`src/rtl/matp_pkg.sv`:
```
// Shared types and constants for the multi-axis trapezoid profile generator.
package matp_pkg;

   localparam int POS_W   = 48;
   localparam int SPD_W   = 32;
   localparam int MS_W    = 16;
   localparam int TICK_W  = 16;
   localparam int LEFT_W  = 49;
   localparam int DLT_W   = 41;
   localparam int PITCH_W = 40;
   localparam int DVD_W   = 64;
   localparam int DSR_W   = 32;
   localparam int CNT_W   = 7;
   localparam int REQ_DW  = 168;
   localparam int RSP_DW  = 88;

   localparam logic [SPD_W-1:0] SPEED_FLOOR = 32'd7;

   typedef enum logic [1:0] {
      PH_DONE   = 2'd0,
      PH_ACC    = 2'd1,
      PH_CRUISE = 2'd2,
      PH_DEC    = 2'd3
   } phase_type;

   typedef enum logic [1:0] {
      REQ_TICK = 2'd0,
      REQ_ABS  = 2'd1,
      REQ_REL  = 2'd2,
      REQ_STOP = 2'd3
   } req_kind_type;

   typedef struct packed {
      logic             start;
      logic [DVD_W-1:0] dividend;
      logic [DSR_W-1:0] divisor;
   } div_req_type;

   typedef struct packed {
      logic             done;
      logic [DVD_W-1:0] quotient;
   } div_rsp_type;

endpackage

```
`src/rtl/matp_div.sv`:
```
// Iterative restoring divider, one quotient bit per cycle.
module matp_div
   import matp_pkg::*;
(
   input  logic        clock,
   input  logic        reset,
   input  div_req_type div_req,
   output div_rsp_type div_rsp
);

   logic [DVD_W-1:0] dvd_ff, dvd_in;
   logic [DSR_W-1:0] rem_ff, rem_in;
   logic [DSR_W-1:0] dsr_ff, dsr_in;
   logic [CNT_W-1:0] cnt_ff, cnt_in;
   logic             busy_ff, busy_in;
   logic             done_ff, done_in;
   logic [DSR_W:0]   shifted;

   always_comb begin
      dvd_in  = dvd_ff;
      rem_in  = rem_ff;
      dsr_in  = dsr_ff;
      cnt_in  = cnt_ff;
      busy_in = busy_ff;
      done_in = 1'b0;
      shifted = {rem_ff, dvd_ff[DVD_W-1]};
      if (div_req.start) begin
         dvd_in  = div_req.dividend;
         rem_in  = '0;
         dsr_in  = div_req.divisor;
         cnt_in  = CNT_W'(DVD_W);
         busy_in = 1'b1;
      end else if (busy_ff) begin
         if (shifted >= {1'b0, dsr_ff}) begin
            rem_in = DSR_W'(shifted - {1'b0, dsr_ff});
            dvd_in = {dvd_ff[DVD_W-2:0], 1'b1};
         end else begin
            rem_in = shifted[DSR_W-1:0];
            dvd_in = {dvd_ff[DVD_W-2:0], 1'b0};
         end
         cnt_in = cnt_ff - 1'b1;
         if (cnt_ff == CNT_W'(1)) begin
            busy_in = 1'b0;
            done_in = 1'b1;
         end
      end
   end

   always_ff @(posedge clock) begin
      if (reset) begin
         busy_ff <= 1'b0;
         done_ff <= 1'b0;
         cnt_ff  <= '0;
      end else begin
         busy_ff <= busy_in;
         done_ff <= done_in;
         cnt_ff  <= cnt_in;
      end
      dvd_ff <= dvd_in;
      rem_ff <= rem_in;
      dsr_ff <= dsr_in;
   end

   assign div_rsp.done     = done_ff;
   assign div_rsp.quotient = dvd_ff;

endmodule

```
`config.mk`:
```
export PLATFORM = sky130hd
export DESIGN_NAME = matp_div
export DESIGN_NICKNAME = d
export VERILOG_FILES = /design/src/rtl/matp_pkg.sv /design/src/rtl/matp_div.sv
export SDC_FILE = /design/constraint.sdc
export NUM_CORES = 1
export LEC_CHECK = 0
export ABC_AREA = 1
export BUFFER_PORTS_ARGS = -buffer_cell sky130_fd_sc_hd__buf_2
export CAP_MARGIN = 20
export CORE_ASPECT_RATIO = 1.2
export CORE_MARGIN = 8
export CORE_UTILIZATION = 50
export DETAILED_ROUTE_END_ITERATION = 8
export GPL_ROUTABILITY_DRIVEN = 0
export PLACE_DENSITY = 0.73
export SLEW_MARGIN = 20
export SYNTH_ARGS = -nofsm -noshare
export SYNTH_HDL_FRONTEND = slang
export SYNTH_SLANG_ARGS = --single-unit
```
`constraint.sdc`:
```
create_clock -name clock -period 4.6 [get_ports clock]
set_clock_uncertainty 0.15 [all_clocks]
set_input_delay 0 -clock clock [delete_from_list [all_inputs] [get_ports clock]]
set_output_delay 0 -clock clock [all_outputs]
set_load 0.02 [all_outputs]
```
==> results of run 1 <==
## routing by layer
| layer | share of wire (%) | vias to the layer above |
|---|---|---|
| li1 | - | 4070 |
| met1 | 39 | 3673 |
| met2 | 48 | 362 |
| met3 | 9.0 | 58 |
| met4 | 3.3 | 0 |
| met5 | 0 | - |
## synth_stat cells, drive strengths merged
cell,number
buf,14
o21a,2
fa,1
ha,34
nor3,6
inv,192
xnor2,11
nor2,56
xor2,4
nand2,490
clkbuf,17
a21oi,24
edfxtp,96
nor4,2
a211oi,1
o21ai,19
nand3b,11
o21bai,2
a21o,1
dfxtp,41
nand3,102
and2,1
nand4,9
a31oi,2
## kinds of logic (layout without fill, tap and decap cells)
family | Yosys count | after routing
XOR/XNOR | 15 | 15
AND/OR/NAND/NOR | 677 | 677
flip-flops | 137 | 137
other | 0 | 1
adder cells (fa/ha/maj) | 35 | 35
buffers and inverters | 223 | 490
AO/OA/AOI/OAI | 51 | 51
## power breakdown
| group | internal [µW] | switching, µW | leakage [µW] |
|---|---|---|---|
| Combinational | 204 | 327 | 0.00419 |
| Sequential | 1430 | 51.7 | 0.00130 |
| Clock | 756 | 583 | 0.000270 |
## registers in the layout, summed over array words and instances, names as in the netlist
name	count
rem_ff	32
cnt_ff	7
done_ff	1
dsr_ff	32
busy_ff	1
dvd_ff	64
## stage by stage
| step | std cells | hold WS [ns] | power, µW |
|---|---|---|---|
| after global routing | 1622 | 0.1185 | 3476 |
| after detailed placement | 1491 | 0.02876 | 1956 |
| final | 1622 | 0.1281 | 3350 |
| after global placement | 1491 | 0.02777 | 1949 |
| after CTS | 1621 | 0.1201 | 3354 |
| after floorplan | 1138 | -0.08093 | 1780 |
## final cells by class
type	instances	area, µm²
clock inverter	14	138.9
multi-input combinational	778	3834
fill	1345	5786
clock buffer	18	429.2
tap	216	270.3
sequential	137	3704
antenna	1	2.502
inverter	192	720.7
timing repair buffer	266	1837
## worst min-delay path by stage
stage / start / endpoint
floorplan: reset / busy_ff$_SDFF_PP0_
global placement: div_req[6] / dsr_ff[6]$_DFFE_PP_
detailed placement: div_req[4] / dsr_ff[4]$_DFFE_PP_
CTS: div_req[5] / dsr_ff[5]$_DFFE_PP_
global route: div_req[25] / dsr_ff[25]$_DFFE_PP_
finish: div_req[5] / dsr_ff[5]$_DFFE_PP_
==> results.txt, run 1 <==
----------------------------------------------------
[CTS]
  CTS-repair resized insts ... 0
  Clock insertion delay at the later pin of the skew report ... approximately 0.43 ns
  CTS Root Cell ... clkbuf_16
  TritonCTS clock tree ... built
  Depth of the CTS H-tree ... 4
  Clock Pin Slew Worst Setup and Hold Paths ... around 0.060 ns
  Buffers inserted by post-CTS timing repair ... 0
  Clk sinks ... between 100 and 150
  Number of buffers on the longest clock path ... 2
  Number of CTS-inserted buffers ... 17
  Hold_buf cts ... just under 100

[Critical path]
  Crit. Startpoint ... dsr_ff[22]$_DFFE_PP_
  Capturing element type of the critical path ... register
  Capture instance of the worst register-to-register path ... rem_ff[6]$_SDFFE_PP0P_
  Endpoint arrival time on the critical path ... 2.87 ns
  Category of cells accounting for the largest share of critical-path delay ... simple AND/OR/NAND/NOR gates
  CP Max Fanout ... 34
  Worst-case register-to-register setup slack ... ~1.9 ns
  Launching element type of the critical path ... register
  Worst path most repeated cell ... nand2_1
  Start of the worst register-to-register path ... dsr_ff[22]$_DFFE_PP_
  Slowest cell on the critical path ... nor2_8
  Ordered cell list for the critical path ... inv_1 > ha_1 > nand2_1 > nand2_1 > a21oi_1 > nand2_1 > nand2_1 > nand2_1 > nor2_8 > nand2_8 > nand2_1 > nand3_1 > o21ai_1
  Critical path destination ... rem_ff[6]$_SDFFE_PP0P_
  Required time at the worst-slack endpoint ... between 4 and 5 ns
  Worst r2r path cells ... 13
  Category of the critical setup timing path ... reg -> reg
  Combined buffer and inverter count along the critical path ... 1
  Critical path depth in cells ... 13
  Delay of the slowest critical-path stage ... between 0.4 and 0.5 ns

[STA]
  Maximum frequency from static timing analysis ... roughly 0.37 GHz
  Post-layout worst setup margin ... between 1.5 and 2 ns
  Final total negative setup slack ... 0 ns
  Worst rel slew slack ... between 20% and 30%
  Unrepaired setup endpoints after global routing ... false
  Slew at the pin with the worst max-slew slack ... approximately 1.1 ns
  Final setup violation count ... 0
  Fin. max-slew vios ... 0
  Final Critical Period ... 2.672 ns
  Number of hold-slack violations in the final timing report ... 0
  Ratio of final minimum period to clock period ... between 50% and 60%

[Layout]
  Final Cell Area ... ~11000 µm²
  Area added between synthesis and finish ... 29.54%
  Most common library cell in the layout ignoring fill and taps ... nand2_1
  Net total in the final layout ... 1526
  Share of final-layout standard cells stronger than drive strength 1 ... 17.65%
  Top library cells by usage in the layout, fill and taps aside ... nand2_1 (476), inv_1 (188), buf_2 (162)
  Final Util ... 65.40%

[Floorplanning]
  # IOs ... 164
  Area of the die ... between 20000 and 25000 µm²
  Initial standard-cell utilization of the core ... between 50 and 60%
  Placement Rows ... 52
  Overall die height ... approximately 160 µm
  Overall die width ... 134.6 µm
  Core Region ... 16720 µm²

[Logic synthesis]
  Yosys warning total ... 0
  Number of distinct library cells after synthesis ... 37
  Compound-gate portion of the synthesized area ... around 3.2%
  Area fraction of the dominant cell type after synthesis ... 34.15%
  Post-synthesis cell type with the largest combined area ... edfxtp_1
  Share of synthesized cell area in full adder, half adder and majority cells ... between 5 and 6%
  Post-synthesis area per instance ... approximately 7.4 µm²
  FF+latch count, synth ... roughly 140
  Post-synthesis instance area ... between 8000 and 9000 µm²
  Number of instances in the synthesized netlist ... 1138
  Dominant combinational cell family by area after synthesis ... simple AND/OR/NAND/NOR gates
  Main area contributors after synthesis ... edfxtp_1 (34%), nand2_1 (21%), dfxtp_1 (9.7%)
  Synthesized-area fraction occupied by xor and xnor cells ... 1.556%
  Simple-gate area share of the yosys netlist ... 35.32%
  Share of cell area taken by muxes after synthesis ... 0%
  Seq/Total Area, Yosys ... between 40 and 50%
  Synthesized net count ... between 1000 and 1500

[Global route]
  Initial antenna violation count ... 1
  Via count of the first global-routing pass ... around 8400
  Global-route congestion overflow total ... 0
  Routing usage on met3 ... between 7 and 8%
  Largest net degree at the start of global routing ... around 80
  Wire length of the first global-routing pass ... around 40000 µm
  Gr busiest metal ... met2
  Global Route met1 Usage ... 26.02%
  GRT met2 Usage ... between 40% and 50%
  Overall track demand over capacity in global routing ... between 20% and 30%

[Run status]
  Outcome ... complete, no violations

[Power and ir drop]
  Largest voltage drop on the vdd net ... roughly 0.25 mV
  Power per unit of standard cell area ... approximately 300 nW/µm²
  Reported leakage power ... between 0.005 and 0.006 µW

[Hold path]
  Hold Path Cell Cnt ... 2
  Class of the tightest hold or removal check ... in -> reg

[Placed design]
  Number of input and output port buffers inserted ... between 150 and 200
  DPL Wire Length ... 16600 µm
  Dpl ws ... 1.925 ns
  Cell area reported after detailed placement ... between 9000 and 10000 µm²

[Drt]
  Number of antenna-violating nets in the routed design ... 0
  Overall routed net length ... about 24000 µm
  Number of DRC markers in iteration 0 ... 630
  WL/cell ... roughly 15 µm
  Via density per instance ... approximately 5.0
  Count of unresolved DRC violations after routing ... 0
  DR pass1 iterations ... 7
  Via total after detailed routing ... roughly 8200

[Flow run]
  Total of max-cap violations ... 0

----------------------------------------------------
Power figures use the tool's default switching activity.
==> run 2, diff against run 1 <==
PLACE_DENSITY = 0.76   (was 0.73)
clock period = 2.25 ns   (was 4.6 ns; I/O delays follow)
==> run 2 against run 1 <==
Compared with the run above:
- sequential power is 100% higher
- setup slack worse by 1.9 ns
- die area stayed put
- cell area is 11% higher
- first-iteration DRC count grew 12%
- via count increased by 8.4%
- worst hold slack got worse by 0.00069 ns
- sequential cell count stayed put
- non-clock buffer count is 77 higher
- critical path depth increased by 1
- largest power group unchanged
- sequential share of layout area shrank 3.5 points
- core utilization rose by 7.5 points
==> results.txt, run 2 (synthesis gave the netlist of run 1 again) <==
----------------------------------------------------
[Drt]
  Via density per instance ... around 5.2
  Met2 WL post-DR ... 13300 µm
  Overall routed net length ... between 20000 and 30000 µm
  Via total after detailed routing ... between 8000 and 9000
  DR pass1 iterations ... 5
  Count of unresolved DRC violations after routing ... 0
  Top layer used by detailed routing ... met4
  Number of antenna-violating nets in the routed design ... 0
  Number of DRC markers in iteration 0 ... between 700 and 800
  WL/cell ... roughly 16 µm
  Met3 WL post-DR ... between 2000 and 3000 µm
  M1 WL ... slightly above 10000 µm

[Global route]
  Largest net degree at the start of global routing ... 72
  Via count of the first global-routing pass ... approximately 9000
  Wire length of the first global-routing pass ... approximately 44000 µm
  Initial antenna violation count ... 0
  Global-route congestion overflow total ... 0
  Overall track demand over capacity in global routing ... between 20 and 30%

[Floorplanning]
  # IOs ... 164
  Overall die width ... around 130 µm
  Initial standard-cell utilization of the core ... between 50% and 60%
  Placement Rows ... 52
  Overall die height ... between 150 and 200 µm
  Core Region ... roughly 17000 µm²
  Area of the die ... 21310 µm²

[Layout]
  Largest registers ... dvd_ff x64, dsr_ff x32, rem_ff x32
  Final Util ... 72.89%
  Register with the most flip-flops ... dvd_ff
  Ant diodes ... 0
  Final Cell Area ... 12190 µm²
  Top library cells by usage in the layout, fill and taps aside ... nand2_1 (444), inv_1 (179), buf_2 (162)
  Flip-flop count of the largest register, all copies and words added ... 64
  Net total in the final layout ... 1603
  Most common library cell in the layout ignoring fill and taps ... nand2_1
  Share of final-layout standard cells stronger than drive strength 1 ... between 20% and 30%
  Number of fill cells ... 1176
  Area added between synthesis and finish ... 44.37%

[Power and ir drop]
  Internal power of the cells ... about 5100 µW
  Total power of the final layout ... approximately 7200 µW
  Fraction of power consumed by combinational cells ... 18.2%
  Portion of total power attributed to sequential cells ... 42.3%
  Fraction of power spent switching nets ... 28.37%
  Power per unit of standard cell area ... between 500 and 600 nW/µm²
  Reported leakage power ... ~0.0062 µW
  Largest voltage drop on the vdd net ... about 0.47 mV
  Clock power share ... approximately two fifths
  Power spent charging and discharging nets ... approximately 2000 µW

[Hold path]
  HP Start ... reset
  Hold Path Cell Cnt ... 3
  Min-Delay Endpoint ... busy_ff$_SDFF_PP0_
  Class of the tightest hold or removal check ... in -> reg

[Critical path]
  Start of the worst register-to-register path ... dsr_ff[26]$_DFFE_PP_
  Launching element type of the critical path ... register
  Required time at the worst-slack endpoint ... around 2.4 ns
  Capture instance of the worst register-to-register path ... rem_ff[3]$_SDFFE_PP0P_
  Worst-case register-to-register setup slack ... ~0.0094 ns
  Category of the critical setup timing path ... reg -> reg
  Slowest cell on the critical path ... edfxtp_1
  Worst path most repeated cell ... nand2_2
  Ordered cell list for the critical path ... inv_2 > ha_4 > nand2_2 > nand2_2 > a21oi_2 > nor2_1 > nor2_1 > nand2_2 > nor2_8 > nand2_8 > clkbuf_16 > nand2_1 > nand3_1 > o21ai_1
  Delay of the slowest critical-path stage ... between 0.3 and 0.4 ns
  Worst r2r path cells ... 14
  CP Max Fanout ... 7
  Endpoint arrival time on the critical path ... 2.43 ns
  Capturing element type of the critical path ... register

[CTS]
  Depth of the CTS H-tree ... 4
  Clk sinks ... ~140
  Clock Pin Slew Worst Setup and Hold Paths ... around 0.06 ns
  Clock insertion delay at the later pin of the skew report ... about 0.42 ns
  Number of CTS-inserted buffers ... 17
  TritonCTS clock tree ... built
  CTS Root Cell ... clkbuf_16
  Number of buffers on the longest clock path ... 2

[STA]
  Maximum frequency from static timing analysis ... between 0.4 and 0.5 GHz
  Final Critical Period ... about 2.2 ns
  Final setup violation count ... 0
  Number of hold-slack violations in the final timing report ... 0
  Ratio of final minimum period to clock period ... between 90 and 100%
  Worst rel slew slack ... 74.46%
  Final total negative setup slack ... 0 ns
  Unrepaired setup endpoints after global routing ... true
  Fin. max-slew vios ... 0
  Slew at the pin with the worst max-slew slack ... between 0.3 and 0.4 ns

[Flow run]
  Total of max-cap violations ... 0

[Placed design]
  DPL Wire Length ... approximately 18000 µm
  Number of input and output port buffers inserted ... between 150 and 200
  Cell area reported after detailed placement ... approximately 10000 µm²

[Run status]
  Outcome ... complete, no violations

----------------------------------------------------
==> run 2: cell types whose count changed in the layout (fill, tap and decap cells not counted), moves of 9 or more <==
cell     before  now
buf_12        0    9
buf_4         6   70
ha_1         34    5
ha_4          0   28
inv_1       188  179
inv_2         4   13
nand2_1     476  444
nand2_2      12   43
==> run 2: worst max-delay path by stage <==
stage	startpoint	endpoint	slack, ns	depth (start not counted)
floorplan	dvd_ff[63]$_DFFE_PP_	rem_ff[28]$_SDFFE_PP0P_	0.02	15
global placement	dvd_ff[63]$_DFFE_PP_	rem_ff[12]$_SDFFE_PP0P_	-0.02	15
detailed placement	dvd_ff[63]$_DFFE_PP_	rem_ff[12]$_SDFFE_PP0P_	-0.07	15
CTS	dsr_ff[26]$_DFFE_PP_	rem_ff[25]$_SDFFE_PP0P_	-0.006	15
global route	dsr_ff[26]$_DFFE_PP_	rem_ff[3]$_SDFFE_PP0P_	-0.09	14
finish	dsr_ff[26]$_DFFE_PP_	rem_ff[3]$_SDFFE_PP0P_	0.009	14
==> run 2: layout make-up <==
class	instances	area [µm²]	share of cell area (%)
clock buffers	17	425.4	3.490
clock inverters	15	163.9	1.345
inverters	192	720.7	5.913
multi-input cells	778	4348	35.67
flip-flops and latches	137	3704	30.39
well taps	216	270.3	2.217
repair buffers	343	2556	20.97
==> run 2: critical path: cells and delay by family (launching register included) <==
| kind | cells | cell delay (ns) |
|---|---|---|
| adder cells (fa/ha/maj) | 1 | 0.20 |
| AND/OR/NAND/NOR | 9 | 0.87 |
| AO/OA/AOI/OAI | 2 | 0.27 |
| buffers and inverters | 2 | 0.26 |
| flip-flops | 1 | 0.39 |
==> run 2: power groups by stage <==
stage / clock network (µW) / registers, µW / logic (µW)
floorplan: 0 / 3200 / 435
global placement: 0 / 3060 / 1010
detailed placement: 0 / 3060 / 1040
CTS: 2850 / 3020 / 1170
global route: 2960 / 3040 / 1410
finish: 2820 / 3030 / 1300
==> run 2: what timing repair did <==
item	4_1_cts	5_1_grt
gates cloned	0	1
buffers inserted	0	6
setup endpoints to repair	20	33
gates resized for setup	9	105
endpoints found under the hold margin	111	0
hold buffers	98	0
pin swaps	1	19
==> run 2: per-stage QoR <==
stage                     worst slack [ns]  hold slack, ns  cells
after floorplan                    0.02067        -0.08093   1138
after global placement            -0.02055         0.02689   1561
after detailed placement          -0.06934         0.02836   1561
after CTS                        -0.005927          0.1239   1691
after global routing              -0.09421          0.1299   1698
final                             0.009370          0.1274   1698
==> run 2: metal layers <==
layer / vias up / global-route usage [%]
met2: 542 / 44.67
met1: 3991 / 28.59
met5: - / 0
li1: 4223 / -
met4: 0 / 12.96
met3: 96 / 7.576
==> run 3, diff against run 2 <==
CORE_UTILIZATION = 51   (was 50)
PLACE_DENSITY = 0.77   (was 0.76)
==> run 3 against run 2 <==
Compared with the run above:
- the flow now finishes with violations (negative setup slack)
- global-route usage up 0.69 points
- register-to-register slack worse by 0.09 ns
- via count up 2.6%
- die area down 1.7%
- wire length up 6.7%
- sequential power about the same
- critical endpoint is now rem_ff[8]$_SDFFE_PP0P_
- largest cell class unchanged
- largest power group unchanged
- highest routed layer unchanged
==> results.txt, run 3 (synthesis gave the netlist of run 1 again) <==
----------------------------------------------------
[Run status]
  Outcome ... complete, but fails checks
  Violations in the final reports ... negative setup slack

[CTS]
  Depth of the CTS H-tree ... 4
  Clock Pin Slew Worst Setup and Hold Paths ... about 0.060 ns
  Clk sinks ... 137
  Clock insertion delay at the later pin of the skew report ... 0.43 ns
  Number of buffers on the longest clock path ... 2
  CTS Root Cell ... clkbuf_16
  Number of CTS-inserted buffers ... 17
  TritonCTS clock tree ... built

[Global route]
  GRT met2 Usage ... 45.16%
  Via count of the first global-routing pass ... between 9000 and 10000
  Gr busiest metal ... met2
  Overall track demand over capacity in global routing ... between 20% and 30%
  Initial antenna violation count ... 0
  Global Route met1 Usage ... about 30%
  Global-route congestion overflow total ... 0
  Largest net degree at the start of global routing ... 75
  Routing usage on met3 ... under 10%
  Wire length of the first global-routing pass ... about 45000 µm

[STA]
  Slew at the pin with the worst max-slew slack ... a little under 0.8 ns
  Fin. max-slew vios ... 0
  Final Critical Period ... ~2.3 ns
  Post-layout worst setup margin ... -0.08239 ns
  Worst rel slew slack ... between 40% and 50%
  Maximum frequency from static timing analysis ... roughly 0.43 GHz
  Worst hold margin ... between 0.1 and 0.15 ns
  Ratio of final minimum period to clock period ... 103.7%
  Final setup violation count ... 27
  Unrepaired setup endpoints after global routing ... true
  Number of hold-slack violations in the final timing report ... 0
  Final total negative setup slack ... -0.7699 ns

[Critical path]
  Ordered cell list for the critical path ... inv_1 > ha_1 > nand2_1 > nand2_1 > a21oi_4 > nand2_1 > nand2_1 > nand2_2 > nor2_8 > buf_12 > buf_12 > nand2_8 > nand2_2 > nand3_1 > o21ai_1
  CP Max Fanout ... 8
  Delay of the slowest critical-path stage ... about 0.37 ns
  Capturing element type of the critical path ... register
  Launching element type of the critical path ... register
  Endpoint arrival time on the critical path ... roughly 2.6 ns
  Slowest cell on the critical path ... edfxtp_1
  Worst path most repeated cell ... nand2_1
  Required time at the worst-slack endpoint ... roughly 2.5 ns
  Category of the critical setup timing path ... reg -> reg

[Layout]
  Area added between synthesis and finish ... 45.01%
  Register with the most flip-flops ... dvd_ff
  Top library cells by usage in the layout, fill and taps aside ... nand2_1 (440), inv_1 (175), buf_2 (162)
  Share of final-layout standard cells stronger than drive strength 1 ... ~28%
  Register cell area after layout ... approximately 3700 µm²
  Largest registers ... dvd_ff x64, dsr_ff x32, rem_ff x32
  Most common library cell in the layout ignoring fill and taps ... nand2_1
  Final Cell Area ... 12240 µm²
  Number of fill cells ... slightly above 1000
  Ant diodes ... 0
  Multi-input logic area ... ~4500 µm²
  Flip-flop count of the largest register, all copies and words added ... 64
  Net total in the final layout ... ~1600

[Drt]
  Number of DRC markers in iteration 0 ... between 800 and 900
  Overall routed net length ... between 20000 and 30000 µm
  Via total after detailed routing ... roughly 9100
  Via density per instance ... between 5 and 6
  Count of unresolved DRC violations after routing ... 0
  DR pass1 iterations ... 7
  WL/cell ... between 15 and 20 µm
  Number of antenna-violating nets in the routed design ... 0

[Placed design]
  Number of input and output port buffers inserted ... around 160
  Dpl ws ... -0.1117 ns
  DPL Wire Length ... about 18000 µm
  Cell area reported after detailed placement ... 9784 µm²

[Floorplanning]
  Core Region ... approximately 16000 µm²
  Overall die width ... about 130 µm
  # IOs ... between 150 and 200
  Initial standard-cell utilization of the core ... around 52%
  Area of the die ... between 20000 and 25000 µm²
  Placement Rows ... 51
  Overall die height ... between 150 and 200 µm

[Power and ir drop]
  Reported leakage power ... between 0.006 and 0.007 µW
  Fraction of power consumed by combinational cells ... between 10% and 20%
  Power spent charging and discharging nets ... just over 2000 µW
  Power per unit of standard cell area ... just under 600 nW/µm²
  Largest voltage drop on the vdd net ... ~0.51 mV
  Total power of the final layout ... 7228 µW
  Portion of total power attributed to sequential cells ... a little over two fifths
  Internal power of the cells ... 5205 µW
  Clock power share ... 39.9%
  Fraction of power spent switching nets ... between 20 and 30%

[Flow run]
  Total of max-cap violations ... 0

[Hold path]
  Class of the tightest hold or removal check ... in -> reg

----------------------------------------------------
## run 3: critical path: cells and delay by family (launching register included)
family	cells	cell delay (ns)
compound gates	2	0.25
flops	1	0.37
simple gates	9	0.92
fa+ha+maj	1	0.26
buf+inv	3	0.32
## run 3: per-stage QoR
step                      utilization [%]  instances
after CTS                           71.51       1674
after global placement              60.37       1537
final                               75.53       1687
after floorplan                         -       1138
after global routing                75.53       1687
after detailed placement            60.37       1537
## run 3: timing repair
action / in CTS / in global routing
hold endpoints to repair: 122 / 0
cloned: 3 / 2
resized for setup: 20 / 102
buffers inserted: 2 / 11
hold buffers: 101 / 0
pin swaps: 2 / 50
setup endpoints to repair: 27 / 33
## run 3: final cells by class
class	instances	share of cell area [%]
Inverter	192	5.887
Timing Repair Buffer	334	20.35
Multi-Input combinational cell	781	36.45
Clock inverter	14	1.421
Tap cell	212	2.167
Clock buffer	17	3.475
Sequential cell	137	30.25
## run 3: routing by layer
layer | up-vias | share of wire, % | wire (µm)
met5 | - | 0 | 0
met4 | 0 | 4.8 | 1413
met3 | 124 | 11 | 3334
met2 | 617 | 48 | 14140
met1 | 4137 | 36 | 10510
li1 | 4203 | - | -
## run 3: worst paths after layout
| kind | cells after the start | slack (ns) | startpoint | end |
|---|---|---|---|---|
| worst max-delay path | 15 | -0.08 | dsr_ff[24]$_DFFE_PP_ | rem_ff[8]$_SDFFE_PP0P_ |
| worst min-delay path | 2 | 0.13 | div_req[21] | dsr_ff[21]$_DFFE_PP_ |
| worst max register to register | 15 | -0.08 | dsr_ff[24]$_DFFE_PP_ | rem_ff[8]$_SDFFE_PP0P_ |
| worst min register to register | 2 | 0.33 | rem_ff[26]$_SDFFE_PP0P_ | rem_ff[26]$_SDFFE_PP0P_ |
## run 3: power groups by stage
stage	clock (µW)	sequential, µW	combinational [µW]
2_1_floorplan	0	3200	435
3_3_place_gp	0	3070	980
3_5_place_dp	0	3060	999
4_1_cts	2900	3020	1150
5_1_grt	3000	3050	1400
6_report	2890	3040	1300
